File: src/sv/tedu_pkg.sv
// Shared types and constants for the TSP edge distance unit.
// Metric codes, result width and the per-item side-band struct.
// No dependencies.
package tedu_pkg;

   localparam int DIST_WIDTH   = 26;
   localparam int METRIC_WIDTH = 3;
   localparam int ATT_SCALE    = 10;

   localparam logic [METRIC_WIDTH-1:0] MET_EUC_ROUND = 3'd0;
   localparam logic [METRIC_WIDTH-1:0] MET_EUC_CEIL  = 3'd1;
   localparam logic [METRIC_WIDTH-1:0] MET_ATT       = 3'd2;
   localparam logic [METRIC_WIDTH-1:0] MET_MAX_NORM  = 3'd3;
   localparam logic [METRIC_WIDTH-1:0] MET_MANHATTAN = 3'd4;

   localparam logic [DIST_WIDTH-1:0] DIST_LIMIT = '1;

   // Travels with each transaction through the square-root stages
   typedef struct packed {
      logic [METRIC_WIDTH-1:0] metric;
      logic                    zero;    // sum of squares is zero
      logic [DIST_WIDTH-1:0]   simple;  // finished max-norm or Manhattan weight
   } tedu_side_type;

endpackage

File: src/sv/tedu_root_step.sv
// One digit stage of the pipelined integer square root.
// Settles root bit BIT_INDEX; scales the trial by ten for the ATT metric.
// Depends on tedu_pkg.
module tedu_root_step
   import tedu_pkg::*;
#(
   parameter int ROOT_WIDTH = 34,
   parameter int BIT_INDEX  = 33
) (
   input  logic                      clock,
   input  logic                      reset,
   input  logic                      load,
   input  logic                      in_valid,
   input  tedu_side_type             in_side,
   input  logic [2*ROOT_WIDTH-1:0]   in_rem,
   input  logic [ROOT_WIDTH-1:0]     in_root,
   input  logic [ROOT_WIDTH+3:0]     in_scaled,
   output logic                      out_valid,
   output tedu_side_type             out_side,
   output logic [2*ROOT_WIDTH-1:0]   out_rem,
   output logic [ROOT_WIDTH-1:0]     out_root,
   output logic [ROOT_WIDTH+3:0]     out_scaled
);

   localparam int RAD_WIDTH    = 2 * ROOT_WIDTH;
   localparam int SCALED_WIDTH = ROOT_WIDTH + 4;
   localparam int TRIAL_WIDTH  = RAD_WIDTH + 5;

   logic                    att;
   logic [TRIAL_WIDTH-1:0]  trial;
   logic [TRIAL_WIDTH:0]    diff;
   logic                    take;
   logic [RAD_WIDTH-1:0]    rem_in;
   logic [ROOT_WIDTH-1:0]   root_in;
   logic [SCALED_WIDTH-1:0] scaled_in;

   logic                    valid_ff;
   tedu_side_type           side_ff;
   logic [RAD_WIDTH-1:0]    rem_ff;
   logic [ROOT_WIDTH-1:0]   root_ff;
   logic [SCALED_WIDTH-1:0] scaled_ff;

   // scaled holds k*root, k = 1 or 10; trial = k*((root+b)^2 - root^2)
   always_comb begin
      att   = (in_side.metric == MET_ATT);
      trial = (TRIAL_WIDTH'(in_scaled) << (BIT_INDEX + 1))
            + (att ? (TRIAL_WIDTH'(ATT_SCALE) << (2 * BIT_INDEX))
                   : (TRIAL_WIDTH'(1) << (2 * BIT_INDEX)));
      diff  = {1'b0, TRIAL_WIDTH'(in_rem)} - {1'b0, trial};
      take  = !diff[TRIAL_WIDTH];
      if (take) begin
         rem_in    = diff[RAD_WIDTH-1:0];
         root_in   = in_root | (ROOT_WIDTH'(1) << BIT_INDEX);
         scaled_in = in_scaled
                   + (att ? (SCALED_WIDTH'(ATT_SCALE) << BIT_INDEX)
                          : (SCALED_WIDTH'(1) << BIT_INDEX));
      end else begin
         rem_in    = in_rem;
         root_in   = in_root;
         scaled_in = in_scaled;
      end
   end

   always_ff @(posedge clock) begin
      if (reset) begin
         valid_ff <= 1'b0;
      end else if (load) begin
         valid_ff <= in_valid;
      end
   end

   always_ff @(posedge clock) begin
      if (load) begin
         side_ff   <= in_side;
         rem_ff    <= rem_in;
         root_ff   <= root_in;
         scaled_ff <= scaled_in;
      end
   end

   assign out_valid  = valid_ff;
   assign out_side   = side_ff;
   assign out_rem    = rem_ff;
   assign out_root   = root_ff;
   assign out_scaled = scaled_ff;

endmodule

File: config.mk
export PLATFORM = sky130hd
export DESIGN_NAME = tedu_root_step
export DESIGN_NICKNAME = d
export VERILOG_FILES = /design/src/sv/tedu_pkg.sv /design/src/sv/tedu_root_step.sv
export SDC_FILE = /design/constraint.sdc
export NUM_CORES = 1
export LEC_CHECK = 0
export ABC_AREA = 1
export BUFFER_PORTS_ARGS = -buffer_cell sky130_fd_sc_hd__buf_2
export CAP_MARGIN = 5
export CORE_MARGIN = 2
export CORE_UTILIZATION = 40
export CTS_BUF_LIST = sky130_fd_sc_hd__clkbuf_4 sky130_fd_sc_hd__clkbuf_8
export CTS_CLUSTER_DIAMETER = 100
export DETAILED_ROUTE_END_ITERATION = 7
export GPL_TIMING_DRIVEN = 0
export PLACE_DENSITY = 0.72
export SYNTH_ARGS = -nofsm -noshare
export SYNTH_HDL_FRONTEND = slang
export SYNTH_SLANG_ARGS = --single-unit
File: constraint.sdc
create_clock -name clock -period 3.5 [get_ports clock]
set_input_delay 0.525 -clock clock [delete_from_list [all_inputs] [get_ports clock]]
set_output_delay 0.525 -clock clock [all_outputs]
set_load 0.01 [all_outputs]
==> tab_implementation.tex <==
\begin{tabular}{lr}
\hline
Metric & Value \\
\hline
\multicolumn{2}{l}{\textbf{Outcome}} \\
Status & finished clean \\
\multicolumn{2}{l}{\textbf{Yosys}} \\
Number of synthesized register bits & $\sim$170 \\
Area of the mapped netlist & 9280 µm² \\
Cells after Synth & approximately 970 \\
Most common cell in the netlist & sky130\_fd\_sc\_hd\_\_nand2\_1 \\
Synthesized netlist net count & 1218 \\
Post-synth ARST share & 0\% \\
Yosys top cell area share & 55.0\% \\
Commonest cells post-synth & 254 x sky130\_fd\_sc\_hd\_\_nand2\_1, 192 x sky130\_fd\_sc\_hd\_\_inv\_1, 170 x sky130\_fd\_sc\_hd\_\_edfxtp\_1 \\
Average cell area after synthesis & 9.61 µm² \\
Top cells by area, synth & sky130\_fd\_sc\_hd\_\_edfxtp\_1 55\%, sky130\_fd\_sc\_hd\_\_nand2\_1 10\%, sky130\_fd\_sc\_hd\_\_ha\_1 10\% \\
Number of distinct library cells after synthesis & 36 \\
Post-synth EDFFs & 170 \\
Most frequently used flop master after synthesis & sky130\_fd\_sc\_hd\_\_edfxtp\_1 \\
Seq/Total Area, Yosys & 55.2\% \\
Number of warnings issued by yosys & 0 \\
Cell type with the largest total area after synthesis & sky130\_fd\_sc\_hd\_\_edfxtp\_1 \\
\multicolumn{2}{l}{\textbf{Global routing}} \\
Initial antenna violation count & 6 \\
Number of global-route vias before repair & 7191 \\
First-pass GRT wire length & 38800 µm \\
Pin count of the biggest net entering global routing & roughly 110 \\
Final global-route overflow total & 0 \\
Overall track demand over capacity in global routing & around a fifth \\
\multicolumn{2}{l}{\textbf{Setup path}} \\
Beginning of the critical path & in\_side[27] \\
Endpoint required time on the critical path & 3720 ps \\
R2R depth & 2 \\
Count of buffering cells on the critical path with inverters included & 4 \\
CP Data Arrival Time & 3300 ps \\
Maximum net fanout on the critical path & 10 \\
CP Class & in2reg \\
Startpoint type of the worst setup path & primary input \\
Delay of the slowest cell on the worst path & 520 ps \\
Start of the worst register-to-register path & out\_valid \\
Cell breakdown of the critical path & buf\_2 > nor3\_2 > inv\_1 > fa\_1 > inv\_1 > ha\_1 > a21oi\_2 > o21ai\_0 > nand2\_1 > o21ai\_0 > a21oi\_2 > nand2\_8 > buf\_4 > nand3\_1 > nand2\_1 \\
Total stage count of the critical path & 15 \\
CP top delay family & adder cells \\
Critical-path top delay cell & sky130\_fd\_sc\_hd\_\_fa\_1 \\
Element type at the critical path end & register \\
\multicolumn{2}{l}{\textbf{CTS}} \\
CTS H-tree lvls & 4 \\
Clock-pin slew on the worst setup and hold paths & 100 ps \\
Cts bufs inserted & 17 \\
Buffer type at the clock tree root & sky130\_fd\_sc\_hd\_\_clkbuf\_8 \\
Buffer levels on the longest clock path & 2 \\
Source-to-sink clock delay at the later pin of the worst-skew pair & 450 ps \\
Clock tree from TritonCTS & built \\
TritonCTS Sinks & between 150 and 200 \\
Hold\_buf cts & 0 \\
\multicolumn{2}{l}{\textbf{Pwr}} \\
Power density over the cells & between 400 and 500 nW/µm² \\
IR drop worst, VDD & 0.267 mV \\
Leakage power & 5.79 nW \\
Power share of the clock group & a little over a quarter \\
Internal & 0.00349 W \\
Switching Power & roughly 0.0018 W \\
Share of power burned in combinational logic & roughly 25\% \\
Reg power frac & 47.5\% \\
Switching share of power & 33.5\% \\
\multicolumn{2}{l}{\textbf{Drt}} \\
Via count & roughly 7.5k \\
Antenna Violating Nets Remaining & 0 \\
Wirelength per Cell & $\sim$17 µm \\
Iter 0 DRT Violations & 493 \\
Routed WL & about 27000 µm \\
Detailed-route DRC error count & 0 \\
Per-cell via count in the routed design & 4.69 \\
Detailed-router iteration count before antenna repair & 5 \\
\multicolumn{2}{l}{\textbf{Floorplanning}} \\
Die Footprint & around 24000 µm² \\
Row count & between 50 and 60 \\
Chip Width & 156 µm \\
Area of the core & 22700 µm² \\
I/O pin count & 345 \\
Vertical die dimension & 156 µm \\
Effective utilization at floorplan & 40.9\% \\
\multicolumn{2}{l}{\textbf{Timing}} \\
Remaining max-slew budget at the tightest pin & 62.4\% \\
Setup TNS Final & 0 ps \\
Pin slew with the least headroom to its limit & 564 ps \\
Tightest hold margin & about 210 ps \\
Max-slew violations & 0 \\
Endpoints failing hold & 0 \\
Fmax & between 300 and 400 MHz \\
RSZ-0062 raised after global routing & false \\
Total of endpoints with negative setup slack in the final report & 0 \\
Final Skew & 0 ps \\
Time the final worst path needs with I/O delays and setup & $\sim$3100 ps \\
Portion of the clock cycle consumed by the worst path in the final layout & 88.3\% \\
\multicolumn{2}{l}{\textbf{Finish}} \\
Final net count & 1552 \\
Fraction of layout instances using a drive strength above 1 & between 20 and 30\% \\
Count of fill cells added during filler insertion & 2127 \\
Final instance area & 11700 µm² \\
Synthesis-to-layout area growth & 25.6\% \\
Number of antenna diodes & 0 \\
\multicolumn{2}{l}{\textbf{Worst hold path}} \\
Startpoint of the worst hold path & reset \\
Classification of the worst-slack hold path & in2reg \\
Hold depth & 2 \\
\multicolumn{2}{l}{\textbf{Place}} \\
Quantity of I/O buffers inserted on ports & 314 \\
Instance area at placement & 11200 µm² \\
Half-perimeter wire length of the detailed placement result & approximately 22000 µm \\
Routability-driven placement congestion ratio & 0.931 \\
\multicolumn{2}{l}{\textbf{Flow run}} \\
Max capacitance violation total & 0 \\
\hline
\end{tabular}
[placed cells by master, fill, tap and decap left out, types with 3 or more instances in the layout]
cell type                  instances
sky130_fd_sc_hd__nor2_1           56
sky130_fd_sc_hd__inv_1           192
sky130_fd_sc_hd__nand3_1          31
sky130_fd_sc_hd__clkbuf_1         30
sky130_fd_sc_hd__inv_6             4
sky130_fd_sc_hd__nand2_2           5
sky130_fd_sc_hd__fa_1              3
sky130_fd_sc_hd__o21bai_1          3
sky130_fd_sc_hd__nor3_1            4
sky130_fd_sc_hd__xnor2_1           5
sky130_fd_sc_hd__nand2_1         254
sky130_fd_sc_hd__edfxtp_1        170
sky130_fd_sc_hd__inv_2             5
sky130_fd_sc_hd__inv_8             3
sky130_fd_sc_hd__o21ai_1          24
sky130_fd_sc_hd__buf_4             3
sky130_fd_sc_hd__ha_1             75
sky130_fd_sc_hd__o21ai_0          12
sky130_fd_sc_hd__buf_6             5
sky130_fd_sc_hd__clkbuf_8         17
sky130_fd_sc_hd__nand3b_1         13
sky130_fd_sc_hd__a21oi_2           5
sky130_fd_sc_hd__a21oi_1          36
sky130_fd_sc_hd__clkinv_8          4
sky130_fd_sc_hd__xor2_1           15
sky130_fd_sc_hd__buf_2           313
[through the flow]
step                      instances  utilization, %  worst slack [ps]  total power [W]
after floorplan                 966               -               330          0.00334
after global placement         1565            49.4              -317          0.00386
after detailed placement       1566            49.5              -420          0.00387
after CTS                      1598            51.3              89.6          0.00532
after global routing           1598            51.3               252          0.00553
final                          1598            51.3               411          0.00525
[worst register-to-register path, cell delays in order (launching register included)]
cell and delay (ps):
sky130_fd_sc_hd__dfxtp_1 320, sky130_fd_sc_hd__mux2i_1 130, sky130_fd_sc_hd__nor2_1 50
[power groups by stage]
stage	sequential, W	clock [W]	combinational, W
floorplan	0.00265	0	0.000695
global placement	0.00255	0	0.00131
detailed placement	0.00254	0	0.00133
CTS	0.00250	0.00149	0.00133
global route	0.00251	0.00154	0.00148
finish	0.00249	0.00143	0.00132
[worst paths after layout]
path | end | slack [ps]
worst max-delay path | out_rem[54] | 410
worst min-delay path | out_valid | 210
worst max register to register | out_valid | 2900
worst min register to register | out_valid | 510
[flip-flops by register name (all words and copies together), names as in the netlist]
signal and cells:
out_rem 68, out_root 34, out_scaled 38, out_side 30
out_valid 1
[repair_timing]
| item | in CTS | in global routing |
|---|---|---|
| buffers inserted | 0 | 0 |
| resized for setup | 0 | 1 |
| hold endpoints to repair | 0 | 0 |
| setup endpoints to repair | 0 | 17 |
[cell families (layout without fill, tap and decap cells)]
kind of cell / count (synthesis) / in the layout / share of synthesized area (%)
simple gates: 374 / 374 / 16.9
flops: 171 / 171 / 55.2
compound gates: 85 / 85 / 5.01
buf+inv: 237 / 584 / 10.1
mux: 1 / 1 / 0.108
fa+ha+maj: 78 / 78 / 10.8
xor+xnor: 20 / 20 / 1.89
[cell type report]
class,count,area (µm²),area share [%]
tap,285,357,3.06
inverter,199,749,6.43
clock inverter,15,171,1.47
buffer,38,191,1.64
clock buffer,17,234,2.01
sequential,171,5120,44.0
timing repair buffer,315,1610,13.8
multi-input combinational,558,3220,27.6
[metal layers]
layer	track usage, %	vias up	wire length (µm)
met1	23.8	3437	10300
met3	5.95	37	1960
li1	-	3753	-
met2	39.2	262	13700
met5	0	-	80
met4	6.07	12	575
Note: power is estimated with default switching activity, not from simulation.
